### config.mk
export PLATFORM = sky130hd
export DESIGN_NAME = char_lcd_nibble_queue
export DESIGN_NICKNAME = d
export VERILOG_FILES = /design/src/rtl/clq_pkg.sv /design/src/rtl/clq_ram.sv /design/src/rtl/char_lcd_nibble_queue.sv
export VERILOG_INCLUDE_DIRS = /design/src /design/src/rtl
export SDC_FILE = /design/constraint.sdc
export NUM_CORES = 1
export LEC_CHECK = 0
export ABC_AREA = 1
export BUFFER_PORTS_ARGS = -buffer_cell sky130_fd_sc_hd__buf_4
export CAP_MARGIN = 10
export CORE_MARGIN = 3
export CORE_UTILIZATION = 40
export CTS_CLUSTER_DIAMETER = 200
export CTS_CLUSTER_SIZE = 12
export DETAILED_ROUTE_END_ITERATION = 8
export PLACE_DENSITY = 0.52
export SLEW_MARGIN = 30
export SYNTH_ARGS = -nofsm -noshare
export SYNTH_HDL_FRONTEND = slang
export SYNTH_HIERARCHICAL = 1
export SYNTH_SLANG_ARGS = --single-unit
### constraint.sdc
create_clock -name clk -period 3.8 [get_ports clk]
set_clock_uncertainty 0.05 [all_clocks]
set_input_delay 0.38 -clock clk [delete_from_list [all_inputs] [get_ports clk]]
set_output_delay 0.38 -clock clk [all_outputs]
set_load 0.01 [all_outputs]
### src/rtl/char_lcd_nibble_queue_defines.svh
// ----------------------------------------------------------------------------
// char_lcd_nibble_queue_defines
// Assertion macros shared by the LCD nibble queue RTL.
// ----------------------------------------------------------------------------
`ifndef CHAR_LCD_NIBBLE_QUEUE_DEFINES_SVH
`define CHAR_LCD_NIBBLE_QUEUE_DEFINES_SVH

`ifndef NO_ASSERTIONS

// Check that cons holds in the same cycle as ante
`define CLQ_ASSERT_IMPL(label, clk, rst_n, ante, cons) \
  label: assert property (@(posedge clk) disable iff (!rst_n) (ante) |-> (cons)) \
    else $error("clq assertion failed");

// Check that cons holds in the cycle after ante
`define CLQ_ASSERT_NEXT(label, clk, rst_n, ante, cons) \
  label: assert property (@(posedge clk) disable iff (!rst_n) (ante) |=> (cons)) \
    else $error("clq assertion failed");

`else

`define CLQ_ASSERT_IMPL(label, clk, rst_n, ante, cons)
`define CLQ_ASSERT_NEXT(label, clk, rst_n, ante, cons)

`endif

`endif

### src/rtl/clq_pkg.sv
// ----------------------------------------------------------------------------
// clq_pkg
// Types and constants for the character LCD nibble queue.
// ----------------------------------------------------------------------------
package clq_pkg;

  // Input transaction kinds
  localparam logic KIND_ENQ = 1'b0;
  localparam logic KIND_DEQ = 1'b1;

  // LCD port bits
  localparam logic [7:0] RS_BIT   = 8'h10;
  localparam logic [7:0] EN_BIT   = 8'h40;
  localparam logic [7:0] PORT_IDLE = 8'h00;

  // Write sequence steps
  localparam int unsigned STEP_W = 3;
  localparam logic [STEP_W-1:0] STEP_HI    = 3'd0;
  localparam logic [STEP_W-1:0] STEP_HI_EN = 3'd1;
  localparam logic [STEP_W-1:0] STEP_HI_LO = 3'd2;
  localparam logic [STEP_W-1:0] STEP_LO    = 3'd3;
  localparam logic [STEP_W-1:0] STEP_LO_EN = 3'd4;
  localparam logic [STEP_W-1:0] STEP_LO_LO = 3'd5;
  localparam logic [STEP_W-1:0] STEP_LAST  = 3'd6;

  typedef struct packed {
    logic       kind;
    logic [7:0] data_byte;
  } in_t;

  typedef struct packed {
    logic [7:0] port_value;
    logic       last_write;
  } out_t;

  typedef enum logic [1:0] {
    ST_IDLE = 2'b01,
    ST_EMIT = 2'b10
  } state_t;

endpackage

### src/rtl/clq_ram.sv
// ----------------------------------------------------------------------------
// clq_ram
// Simple dual-port RAM, one write and one registered read port.
// ----------------------------------------------------------------------------
module clq_ram #(
  parameter int unsigned WIDTH = 8,
  parameter int unsigned DEPTH = 32
) (
  input  logic                     clk,
  input  logic                     wr_en,
  input  logic [$clog2(DEPTH)-1:0] wr_addr,
  input  logic [WIDTH-1:0]         wr_data,
  input  logic                     rd_en,
  input  logic [$clog2(DEPTH)-1:0] rd_addr,
  output logic [WIDTH-1:0]         rd_data
);

  logic [WIDTH-1:0] mem [DEPTH];

  // Write port
  always_ff @(posedge clk) begin
    if (wr_en) begin
      mem[wr_addr] <= wr_data;
    end
  end

  // Registered read, hold data between reads
  always_ff @(posedge clk) begin
    if (rd_en) begin
      rd_data <= mem[rd_addr];
    end
  end

endmodule

### src/rtl/char_lcd_nibble_queue.sv
// The first port write of a byte is presented in the cycle after its dequeue transaction.
// While the one write sequencer emits a byte's port writes, no new enqueue or
// dequeue is accepted; an enqueue or an empty dequeue leaves the sequencer idle.
// Reset: synchronous active-low rst_n clears indices, fill count and sequencer;
// queue RAM contents are not cleared and no clearing pass runs.
// ----------------------------------------------------------------------------
// char_lcd_nibble_queue
// Ring FIFO of LCD bytes in RAM feeding a 4-bit character LCD write sequencer.
// ----------------------------------------------------------------------------
`include "char_lcd_nibble_queue_defines.svh"

module char_lcd_nibble_queue #(
  parameter int unsigned QUEUE_DEPTH = 32
) (
  input  logic         clk,
  input  logic         rst_n,
  input  logic         in_valid,
  output logic         in_ready,
  input  clq_pkg::in_t in_data,
  output logic         out_valid,
  input  logic         out_ready,
  output clq_pkg::out_t out_data
);

  import clq_pkg::*;

  localparam int unsigned IDX_W = $clog2(QUEUE_DEPTH);
  localparam int unsigned CNT_W = $clog2(QUEUE_DEPTH + 1);
  localparam logic [IDX_W-1:0] IDX_MAX = IDX_W'(QUEUE_DEPTH - 1);
  localparam logic [CNT_W-1:0] CNT_FULL = CNT_W'(QUEUE_DEPTH);

  state_t             state_r, state_nxt;
  logic [STEP_W-1:0]  step_r, step_nxt;
  logic [IDX_W-1:0]   wr_idx_r, wr_idx_nxt;
  logic [IDX_W-1:0]   rd_idx_r, rd_idx_nxt;
  logic [CNT_W-1:0]   cnt_r, cnt_nxt;

  logic               in_acc;
  logic               out_acc;
  logic               full;
  logic               empty;
  logic               wr_en;
  logic               rd_en;
  logic [7:0]         ram_q;
  logic [7:0]         hi_val;
  logic [7:0]         lo_val;

  // Queue storage
  clq_ram #(
    .WIDTH (8),
    .DEPTH (QUEUE_DEPTH)
  ) u_ram (
    .clk     (clk),
    .wr_en   (wr_en),
    .wr_addr (wr_idx_r),
    .wr_data (in_data.data_byte),
    .rd_en   (rd_en),
    .rd_addr (rd_idx_r),
    .rd_data (ram_q)
  );

  // Handshake and queue status
  always_comb begin
    in_ready  = (state_r == ST_IDLE);
    out_valid = (state_r == ST_EMIT);
    in_acc    = in_valid && in_ready;
    out_acc   = out_valid && out_ready;
    full      = (cnt_r == CNT_FULL);
    empty     = (cnt_r == '0);
    wr_en     = in_acc && (in_data.kind == KIND_ENQ) && !full;
    rd_en     = in_acc && (in_data.kind == KIND_DEQ) && !empty;
  end

  // Advance indices and fill count
  always_comb begin
    wr_idx_nxt = wr_idx_r;
    rd_idx_nxt = rd_idx_r;
    cnt_nxt    = cnt_r;
    if (wr_en) begin
      wr_idx_nxt = (wr_idx_r == IDX_MAX) ? '0 : wr_idx_r + 1'b1;
      cnt_nxt    = cnt_r + 1'b1;
    end
    if (rd_en) begin
      rd_idx_nxt = (rd_idx_r == IDX_MAX) ? '0 : rd_idx_r + 1'b1;
      cnt_nxt    = cnt_r - 1'b1;
    end
  end

  // Sequencer: step through the seven port writes
  always_comb begin
    state_nxt = state_r;
    step_nxt  = step_r;
    case (state_r)
      ST_IDLE: begin
        if (rd_en) begin
          state_nxt = ST_EMIT;
          step_nxt  = STEP_HI;
        end
      end
      ST_EMIT: begin
        if (out_acc) begin
          if (step_r == STEP_LAST) begin
            state_nxt = ST_IDLE;
          end else begin
            step_nxt = step_r + 1'b1;
          end
        end
      end
      default: begin
        state_nxt = ST_IDLE;
      end
    endcase
  end

  always_ff @(posedge clk) begin
    if (!rst_n) begin
      state_r  <= ST_IDLE;
      step_r   <= STEP_HI;
      wr_idx_r <= '0;
      rd_idx_r <= '0;
      cnt_r    <= '0;
    end else begin
      state_r  <= state_nxt;
      step_r   <= step_nxt;
      wr_idx_r <= wr_idx_nxt;
      rd_idx_r <= rd_idx_nxt;
      cnt_r    <= cnt_nxt;
    end
  end

  // Build nibble writes; RS marks display data (byte bit 7 clear)
  always_comb begin
    hi_val = {4'h0, ram_q[7:4]};
    if (!ram_q[7]) begin
      hi_val = hi_val | RS_BIT;
    end
    lo_val = {hi_val[7:4], ram_q[3:0]};
    out_data.last_write = 1'b0;
    case (step_r)
      STEP_HI:    out_data.port_value = hi_val;
      STEP_HI_EN: out_data.port_value = hi_val | EN_BIT;
      STEP_HI_LO: out_data.port_value = hi_val;
      STEP_LO:    out_data.port_value = lo_val;
      STEP_LO_EN: out_data.port_value = lo_val | EN_BIT;
      STEP_LO_LO: out_data.port_value = lo_val;
      STEP_LAST: begin
        out_data.port_value = PORT_IDLE;
        out_data.last_write = 1'b1;
      end
      default:    out_data.port_value = PORT_IDLE;
    endcase
  end

  // Assertions
  `CLQ_ASSERT_IMPL(a_cnt_range, clk, rst_n, 1'b1, cnt_r <= CNT_FULL)
  `CLQ_ASSERT_IMPL(a_empty_idx, clk, rst_n, empty, wr_idx_r == rd_idx_r)
  `CLQ_ASSERT_NEXT(a_drop_full, clk, rst_n, in_acc && (in_data.kind == KIND_ENQ) && full, $stable(cnt_r) && $stable(wr_idx_r))
  `CLQ_ASSERT_NEXT(a_deq_emit, clk, rst_n, rd_en, out_valid && (step_r == STEP_HI))
  `CLQ_ASSERT_NEXT(a_last_idle, clk, rst_n, out_acc && (step_r == STEP_LAST), in_ready)

endmodule
==> impl_metrics.py, run 1 <==
metrics = {
    "cts": {
        "post_cts.repair.setup_buffers": 0,
        "cts.clk_slew.worst_paths_ps": 60,
        "cts_resized": 0,
        "worstSkewPairLatency_ps": 520,
        "cts_sinks": 285,
        "cts_buffer_depth": 3,
        "cts-root-buf": "clkbuf_16",
        "cts_tree": "yes",
        "cts-htree-levels": 1,
        "cts_hold_buffers": 0,
        "cts_buffers": 27,
    },
    "global_route": {
        "grt_use_met2_pct": 28.06,
        "grtUsageMet1_pct": 25.12,
        "track_usage_pct": 17.43,
        "antenna_found_initial": 0,
        "grt_max_degree": 133,
        "grt_pass1_wl_um": 44320,
        "grtUsageMet3_pct": 2.718,
        "grt_overflow": 0,
        "grt_busiest_layer": "met2",
        "grt_pass1_vias": 7458,
    },
    "sta": {
        "max_freq_mhz": 370.4,
        "finalCritPeriodShare_pct": 71.05,
        "rsz0062_at_grt": "false",
        "slew_violations": 0,
        "fin_crit_ps": 2700,
        "worstMarginPinSlew_ps": 756.7,
        "slew_headroom_pct": 49.41,
        "finalHoldViolCount": 0,
        "fin_tns_setup_ps": 0,
        "setup_violations": 0,
    },
    "floorplanning": {
        "die_h_um": 180.7,
        "die_width_um": 180.7,
        "core_mm2": 0.02987,
        "row_count": 63,
        "io_pins": 24,
        "initial_core_util_pct": 40.86,
        "dieArea_mm2": 0.03265,
    },
    "layout": {
        "antenna_cells": 0,
        "drive_gt1_share_pct": 6.814,
        "syn_to_final_growth_pct": 8.374,
        "utilization_pct": 44.28,
        "fin_nets": 1146,
    },
    "pwr": {
        "p_clk_share_pct": 33.8,
        "switchingPower_mw": 1.826,
        "intPower_mw": 5.080,
        "peakVddDrop_v": 0.0002561,
        "pwr-share-comb_pct": 15.0,
        "power_switching_share_pct": 26.44,
        "powerDensity_mw_per_mm2": 522.1,
        "power_frac_seq_pct": 51.3,
        "p_leak_nw": 4.827,
    },
    "routing": {
        "drtPass1Iterations": 5,
        "num_vias": 7714,
        "antenna_left": 0,
        "wl_per_cell_um": 19.16,
        "viasPerCell": 5.075,
        "drt_drc_violations_left": 0,
        "totalWireLength_um": 29120,
        "drt_iter0_markers": 641,
    },
    "synth": {
        "synth_cells": 1118,
        "synth_common_cells": "nand2_1 (390), edfxtp_1 (264), nand3_1 (215)",
        "yosys_warnings": 6,
        "synthArstFlopShare_pct": 0,
        "synth_edf_count": 264,
        "synth.most_common_cell": "nand2_1",
        "syn_area_per_cell_um2": 10.92,
        "yosysUniqueCellTypes": 30,
        "synth_area_leader_cell": "edfxtp_1",
        "synth-seq-cells": 285,
        "ys_top_cells_by_area": "edfxtp_1 (65%), nand2_1 (12%), nand3_1 (8.8%)",
        "yosysTopAreaCellShare_pct": 64.94,
        "ys_seq_area_share_pct": 68.39,
        "synthFlopType": "edfxtp_1",
        "synth_area_mm2": 0.01221,
    },
    "place": {
        "place_hpwl_um": 17320,
        "numPortBuffers": 21,
        "gp_congestion": 0.8020,
    },
    "outcome": {
        "status": "finished, final reports clean",
    },
    "worst_setup_path": {
        "path_class": "flop to flop",
        "arrival_ps": 2800,
        "worstSetupStartpointType": "flop",
        "critPathMaxFanout": 9,
        "cp.required_ps": 3900,
        "reg2reg_depth": 6,
        "end_kind": "flop",
    },
    "worst_hold_path": {
        "holdCritPathClass": "input pin to flop",
        "whs_path_depth": 3,
    },
    "run": {
        "cap_viol_max_count": 0,
    },
}
[power by group through the flow]
stage	Combinational, mW	Clock (mW)	Sequential, mW
2_1_floorplan	0.746	0	3.59
3_3_place_gp	1.04	0	3.60
3_5_place_dp	1.04	0	3.61
4_1_cts	1.04	2.40	3.54
5_1_grt	1.16	2.52	3.55
6_report	1.03	2.33	3.54
[kinds of logic (layout without fill, tap and decap cells)]
group | Yosys count | count (layout) | share of synthesized area [%]
AO/OA/AOI/OAI | 34 | 34 | 1.486
XOR/XNOR | 3 | 3 | 0.2153
adder cells (fa/ha/maj) | 13 | 13 | 1.394
buffers and inverters | 101 | 112 | 4.941
flip-flops | 285 | 285 | 68.39
other | 1 | 2 | 0.03072
AND/OR/NAND/NOR | 681 | 681 | 23.54
[critical path, stage by stage (launching register included)]
cell	delay, ps
dfxtp_1	370
nand3_2	130
nor2_2	110
nand2_2	150
inv_2	170
nand3_1	570
nor2_1	770
[metrics by stage]
| step | hold slack, ps | cell area [um^2] | setup slack [ps] | cells | total power [mW] |
|---|---|---|---|---|---|
| after CTS | 106.1 | 13230 | 1035 | 1520 | 6.982 |
| after global placement | 458.1 | 12510 | 1013 | 1481 | 4.643 |
| after global routing | 130.4 | 13230 | 902.1 | 1520 | 7.224 |
| final | 125.0 | 13230 | 1100 | 1520 | 6.906 |
| after detailed placement | 464.3 | 12510 | 967.4 | 1481 | 4.645 |
| after floorplan | 428.9 | 12210 | 1934 | 1119 | 4.338 |
[layout by cell type (no fill, tap or decap), drive strengths merged, types with 2 or more instances in the layout]
cell type  netlist  final
edfxtp         264    264
ha              12     12
nand2          395    395
inv             45     45
a21oi           15     15
o22ai            4      4
conb             1      2
nand3          216    216
buf             48     28
o21ai           14     14
or2              2      2
dfxtp           21     21
nor3             2      2
nor2            66     66
xor2             2      2
clkbuf           8     38
[flip-flops by register name, indices dropped and copies added, names as in the netlist]
register and cells:
cnt_r 6, u_ram/rd_data 8, u_ram/mem 256, rd_idx_r 5
step_r 3, wr_idx_r 5, state_r 2
[cell type report]
type / instances / area, um^2
multi-input combinational: 733 / 3259
clock inverter: 1 / 5.005
sequential: 285 / 8353
clock buffer: 38 / 716.9
timing repair buffer: 28 / 235.2
inverter: 45 / 171.4
fill: 2832 / 16650
tap: 390 / 488.0
[path summary, 6_finish.rpt]
| check | startpoint | endpoint | slack [ps] |
|---|---|---|---|
| setup / recovery | state_r[0] | u_ram/mem[8][7] | 1100 |
| hold / removal | rst_n | cnt_r[5] | 120 |
| setup reg to reg | state_r[0] | u_ram/mem[8][7] | 1100 |
| hold reg to reg | step_r[0] | step_r[0] | 470 |
[routing by layer]
| layer | part of all wire [%] | vias up |
|---|---|---|
| met5 | 0 | - |
| met4 | 1.8 | 0 |
| met3 | 4.9 | 34 |
| met2 | 46 | 192 |
| met1 | 47 | 3668 |
| li1 | - | 3820 |
No activity file was read; power rests on OpenSTA's default activity.
==> run 2, diff against run 1 <==
--- a/config.mk
+++ b/config.mk
@@ -6,7 +6,7 @@
 export SDC_FILE = /design/constraint.sdc
 export NUM_CORES = 1
 export LEC_CHECK = 0
-export ABC_AREA = 1
+export ABC_AREA = 0
 export BUFFER_PORTS_ARGS = -buffer_cell sky130_fd_sc_hd__buf_4
 export CAP_MARGIN = 10
 export CORE_MARGIN = 3
==> constraint.sdc (replaced) <==
create_clock -name clk -period 2.7 [get_ports clk]
set_clock_uncertainty 0.05 [all_clocks]
set_input_delay 0.27 -clock clk [delete_from_list [all_inputs] [get_ports clk]]
set_output_delay 0.27 -clock clk [all_outputs]
set_load 0.01 [all_outputs]
==> impl_metrics.py, run 2 <==
metrics = {
    "sta": {
        "worstMarginPinSlew_ps": 918.5,
        "max_freq_mhz": 384.4,
        "finalCritPeriodShare_pct": 96.35,
        "setup_violations": 0,
        "fin_crit_ps": 2601,
        "fin_tns_setup_ps": 0,
        "slew_violations": 0,
        "finalHoldViolCount": 0,
        "slew_headroom_pct": 38.69,
        "rsz0062_at_grt": "false",
    },
    "routing": {
        "drt_iter0_markers": 404,
        "totalWireLength_um": 24450,
        "drtPass1Iterations": 5,
        "num_vias": 5718,
        "antenna_left": 0,
        "wl_per_cell_um": 23.28,
        "viasPerCell": 5.446,
        "drt_drc_violations_left": 0,
    },
    "synth": {
        "synth_top_family_by_area": "multiplexers",
        "ys_seq_area_share_pct": 72.65,
        "synthFlopType": "edfxtp_1",
        "synth_area_mm2": 0.01149,
        "yosysTopAreaCellShare_pct": 68.99,
        "synth-seq-cells": 285,
        "synth_edf_count": 264,
        "synth-compound-area-share_pct": 2.613,
        "ys_top_cells_by_area": "edfxtp_1 (69%), mux4_2 (16%), dfxtp_1 (3.7%)",
        "synth_fa_ha_area_share_pct": 1.481,
        "synth_simple_gate_area_share_pct": 4.541,
        "synth_xor_area_share_pct": 0.3049,
        "synth_mux_area_share_pct": 16.82,
        "synth_cells": 574,
        "synth.most_common_cell": "edfxtp_1",
        "synthArstFlopShare_pct": 0,
        "yosysUniqueCellTypes": 53,
        "syn_area_per_cell_um2": 20.02,
        "synth_area_leader_cell": "edfxtp_1",
        "synth_common_cells": "edfxtp_1 (264), mux4_2 (80), nor2_1 (49)",
        "yosys_warnings": 6,
    },
    "layout": {
        "layout_common_cells": "edfxtp_1 (264), mux4_2 (80), buf_4 (66)",
        "drive_gt1_share_pct": 29.76,
        "antenna_cells": 0,
        "largest_reg_flops": 256,
        "regMostFlops": "u_ram/mem",
        "reg.largest.list": "u_ram/mem x256, u_ram/rd_data x8, cnt_r x6",
        "final_area_mm2": 0.01321,
        "syn_to_final_growth_pct": 14.97,
        "fin_nets": 678,
        "mostFrequentLayoutCell": "edfxtp_1",
    },
    "floorplanning": {
        "die_h_um": 175.5,
        "initial_core_util_pct": 41.02,
        "dieArea_mm2": 0.03080,
        "core_mm2": 0.02801,
        "row_count": 61,
        "die_width_um": 175.5,
        "io_pins": 24,
    },
    "place": {
        "place_hpwl_um": 15760,
        "dpl_cell_area_mm2": 0.01239,
        "gp_congestion": 0.7683,
        "numPortBuffers": 21,
    },
    "global_route": {
        "grt_use_met2_pct": 24.74,
        "grt_busiest_layer": "met2",
        "grtUsageMet3_pct": 2.789,
        "grt_overflow": 0,
        "grt_pass1_wl_um": 37310,
        "grtUsageMet1_pct": 24.44,
        "antenna_found_initial": 0,
        "track_usage_pct": 16.11,
        "grt_max_degree": 38,
        "grt_pass1_vias": 5788,
    },
    "run": {
        "cap_viol_max_count": 0,
    },
    "cts": {
        "cts_buffer_depth": 3,
        "cts_tree": "yes",
        "cts_sinks": 285,
        "cts-root-buf": "clkbuf_16",
        "cts_buffers": 27,
        "worstSkewPairLatency_ps": 520,
        "cts-htree-levels": 1,
        "cts.clk_slew.worst_paths_ps": 60,
    },
    "pwr": {
        "powerDensity_mw_per_mm2": 749.3,
        "power_mw": 9.899,
        "peakVddDrop_v": 0.0004204,
        "p_leak_nw": 4.178,
    },
    "worst_setup_path": {
        "end_kind": "flop",
        "worstSetupStartpointType": "flop",
        "critPathMaxFanout": 37,
        "path_class": "flop to flop",
        "arrival_ps": 2820,
        "cp.required_ps": 2920,
    },
    "outcome": {
        "status": "finished, final reports clean",
    },
    "worst_hold_path": {
        "holdCritPathClass": "input pin to flop",
    },
}
[run 2: cell count changes after synthesis, sizes merged, moves of 16 or more]
| cell | delta |
|---|---|
| nand2 | -381 |
| inv | -39 |
| mux4 | +80 |
| buf | -30 |
| nor2 | -16 |
| nand3 | -209 |
[run 2: cell type report]
class	instances	area [um^2]
well taps	378	473.0
clock buffers	48	754.5
fillers	2354	14800
clock inverters	1	5.005
flip-flops and latches	285	8353
repair buffers	74	635.6
inverters	6	22.52
multi-input cells	258	2968
[run 2: cell families (layout without fill, tap and decap cells)]
logic type                 count (synthesis)  in the layout
other                                      1              2
and+or+nand+nor                          102            102
buffers and inverters                     32            129
adders and majority gates                 13             13
AOI/OAI and AO/OA                         45             45
xor gates and xnor gates                   4              4
DFF                                      285            285
muxes                                     92             92
[run 2: what timing repair did]
action	4_1_cts	5_1_grt
setup buffers	0	6
endpoints found under the hold margin	3	0
gates resized for setup	0	0
setup endpoints to repair	0	6
hold buffers	2	0
[run 2: worst paths after layout]
check                   start          endpoint  slack, ps  cells past startpoint
hold / removal      out_ready         step_r[2]         60                      4
setup / recovery  rd_idx_r[2]  u_ram/rd_data[2]        100                      4
hold reg to reg     step_r[0]         step_r[0]        480                      2
setup reg to reg  rd_idx_r[2]  u_ram/rd_data[2]        100                      4
[run 2: metal layers]
metal	vias up	wire length, um
met3	34	1251
li1	2526	-
met5	-	0
met1	3020	11530
met4	0	441
met2	138	11230
[run 2: power by group]
group / internal (mW) / switching [mW]
combinational: 0.766 / 0.714
clock: 1.87 / 1.50
sequential: 4.94 / 0.113
total: 7.58 / 2.32
[run 2: metrics by stage]
step	std cells	setup slack (ps)	util, %	hold WS [ps]
2_1_floorplan	575	327.6	-	318.9
3_3_place_gp	993	16.87	44.22	451.1
3_5_place_dp	993	11.21	44.22	465.5
4_1_cts	1044	0.9657	47.01	32.65
5_1_grt	1050	41.82	47.17	63.66
6_report	1050	98.59	47.17	55.90
[run 2: critical path: stages (launching register included)]
cell	delay [ps]
dfxtp_2	690
buf_12	320
mux4_2	390
mux4_2	570
mux2_2	300
==> run 3, diff against run 2 <==
--- a/config.mk
+++ b/config.mk
@@ -9,12 +9,14 @@
 export ABC_AREA = 0
 export BUFFER_PORTS_ARGS = -buffer_cell sky130_fd_sc_hd__buf_4
 export CAP_MARGIN = 10
+export CELL_PAD_IN_SITES_DETAIL_PLACEMENT = 1
+export CELL_PAD_IN_SITES_GLOBAL_PLACEMENT = 1
 export CORE_MARGIN = 3
 export CORE_UTILIZATION = 40
 export CTS_CLUSTER_DIAMETER = 200
 export CTS_CLUSTER_SIZE = 12
 export DETAILED_ROUTE_END_ITERATION = 8
-export PLACE_DENSITY = 0.52
+export PLACE_DENSITY = 0.58
 export SLEW_MARGIN = 30
 export SYNTH_ARGS = -nofsm -noshare
 export SYNTH_HDL_FRONTEND = slang
==> impl_metrics.py, run 3 (synthesis results as in run 2) <==
metrics = {
    "outcome": {
        "status": "finished, final reports clean",
    },
    "routing": {
        "num_vias": 5823,
        "drtPass1Iterations": 4,
        "totalWireLength_um": 27770,
        "drt_iter0_markers": 434,
        "viasPerCell": 5.519,
        "antenna_left": 0,
        "drt_drc_violations_left": 0,
        "wl_per_cell_um": 26.32,
    },
    "sta": {
        "slew_violations": 0,
        "finalHoldViolCount": 0,
        "worstMarginPinSlew_ps": 795.9,
        "fin_crit_ps": 2569,
        "hold_ws_ps": 19.54,
        "rsz0062_at_grt": "false",
        "finalCritPeriodShare_pct": 95.16,
        "slew_headroom_pct": 46.87,
        "layout_setup_ws_ps": 130.8,
        "max_freq_mhz": 389.2,
        "fin_tns_setup_ps": 0,
        "setup_violations": 0,
    },
    "layout": {
        "regArea_mm2": 0.008353,
        "mostFrequentLayoutCell": "edfxtp_1",
        "regMostFlops": "u_ram/mem",
        "fin_nets": 683,
        "antenna_cells": 0,
        "fillers": 2584,
        "layout_common_cells": "edfxtp_1 (264), mux4_2 (80), buf_4 (75)",
        "final_area_mm2": 0.01322,
        "syn_to_final_growth_pct": 15.06,
        "drive_gt1_share_pct": 30.58,
        "largest_reg_flops": 256,
        "multi_input_area_mm2": 0.002968,
        "reg.largest.list": "u_ram/mem x256, u_ram/rd_data x8, cnt_r x6",
    },
    "global_route": {
        "grtUsageMet3_pct": 2.962,
        "grtUsageMet1_pct": 24.32,
        "grt_pass1_vias": 6091,
        "grt_busiest_layer": "met2",
        "grt_max_degree": 38,
        "grt_use_met2_pct": 32.09,
        "grt_overflow": 0,
        "grt_pass1_wl_um": 41270,
        "track_usage_pct": 18.14,
        "antenna_found_initial": 0,
    },
    "place": {
        "place_hpwl_um": 17810,
        "gp_congestion": 0.7836,
        "preCtsSetupSlack_ps": 27.22,
        "numPortBuffers": 21,
        "dpl_cell_area_mm2": 0.01236,
    },
    "worst_setup_path": {
        "worstSetupStartpointType": "flop",
        "critPathMaxStageDelay_ps": 510,
        "critPathSlowestCell": "a21oi_1",
        "cp.required_ps": 2380,
        "path_class": "flop to output port",
        "crit_chain": "inv_1 > ha_1 > nor2_1 > a21oi_1 > a22o_1 > buf_4",
        "rrSetupSlack_ps": 180,
        "critPathMaxFanout": 5,
        "end_kind": "output port",
        "arrival_ps": 2250,
    },
    "pwr": {
        "intPower_mw": 7.571,
        "power_frac_seq_pct": 50.8,
        "power_switching_share_pct": 23.98,
        "powerDensity_mw_per_mm2": 753.3,
        "p_clk_share_pct": 34.1,
        "peakVddDrop_v": 0.0004370,
        "pwr-share-comb_pct": 15.1,
        "switchingPower_mw": 2.388,
        "p_leak_nw": 4.207,
    },
    "floorplanning": {
        "dieArea_mm2": 0.03080,
        "core_mm2": 0.02801,
        "die_width_um": 175.5,
        "row_count": 61,
        "initial_core_util_pct": 41.02,
        "io_pins": 24,
        "die_h_um": 175.5,
    },
    "cts": {
        "cts_buffers": 27,
        "cts_tree": "yes",
        "cts-root-buf": "clkbuf_16",
        "cts_buffer_depth": 3,
        "cts_sinks": 285,
        "cts.clk_slew.worst_paths_ps": 60,
        "worstSkewPairLatency_ps": 530,
        "cts-htree-levels": 1,
    },
    "run": {
        "cap_viol_max_count": 0,
    },
    "worst_hold_path": {
        "holdCritPathClass": "input pin to flop",
    },
}
run 3: cell count changes in the layout (fill, tap and decap cells not counted):
cell,before,now
dlygate4sd3_1,2,1
buf_16,0,1
inv_6,0,1
clkbuf_1,21,20
buf_4,66,75
buf_12,6,2
run 3: final timing paths:
| path | from | end | cells past startpoint |
|---|---|---|---|
| max | step_r[0] | out_data[2] | 6 |
| min | out_ready | state_r[0] | 3 |
| max reg2reg | rd_idx_r[0] | u_ram/rd_data[0] | 5 |
| min reg2reg | step_r[0] | step_r[0] | 2 |
run 3: what timing repair did:
item                                   4_1_cts  5_1_grt
endpoints found under the hold margin        3        0
setup buffers                                0       10
hold buffers                                 1        0
gates resized for setup                      0        1
setup endpoints to repair                    0        2
run 3: metal layers:
metal | routed length (um) | share of wire [%]
met1 | 11440 | 41
met2 | 14660 | 53
met3 | 1275 | 4.6
met4 | 391 | 1.4
met5 | 0 | 0
run 3: cell type report:
type,count,share of cell area [%]
repair buffers,79,4.845
flip-flops and latches,285,63.18
multi-input cells,258,22.45
clock inverters,2,0.1041
well taps,378,3.577
inverters,6,0.1703
clock buffers,47,5.678
run 3: critical path: cells and delay by family (launching register included):
family / cells / cell delay, ps
AOI/OAI and AO/OA: 2 / 830
DFF: 1 / 340
buffers and inverters: 2 / 280
adders and majority gates: 1 / 210
and+or+nand+nor: 1 / 50
run 3: power groups by stage:
stage                     Clock, mW  Combinational [mW]  Sequential, mW
after detailed placement          0                1.43            5.17
after floorplan                   0                1.02            5.10
after global placement            0                1.39            5.16
after CTS                      3.52                1.44            5.07
after global routing           3.71                1.62            5.07
final                          3.40                1.50            5.06
run 3: per-stage QoR:
stage               cells  util [%]  power, mW
global placement      995     44.14      6.551
global route         1055     47.20      10.41
floorplan             575         -      6.124
detailed placement    995     44.14      6.593
CTS                  1045     46.91      10.03
finish               1055     47.20      9.959
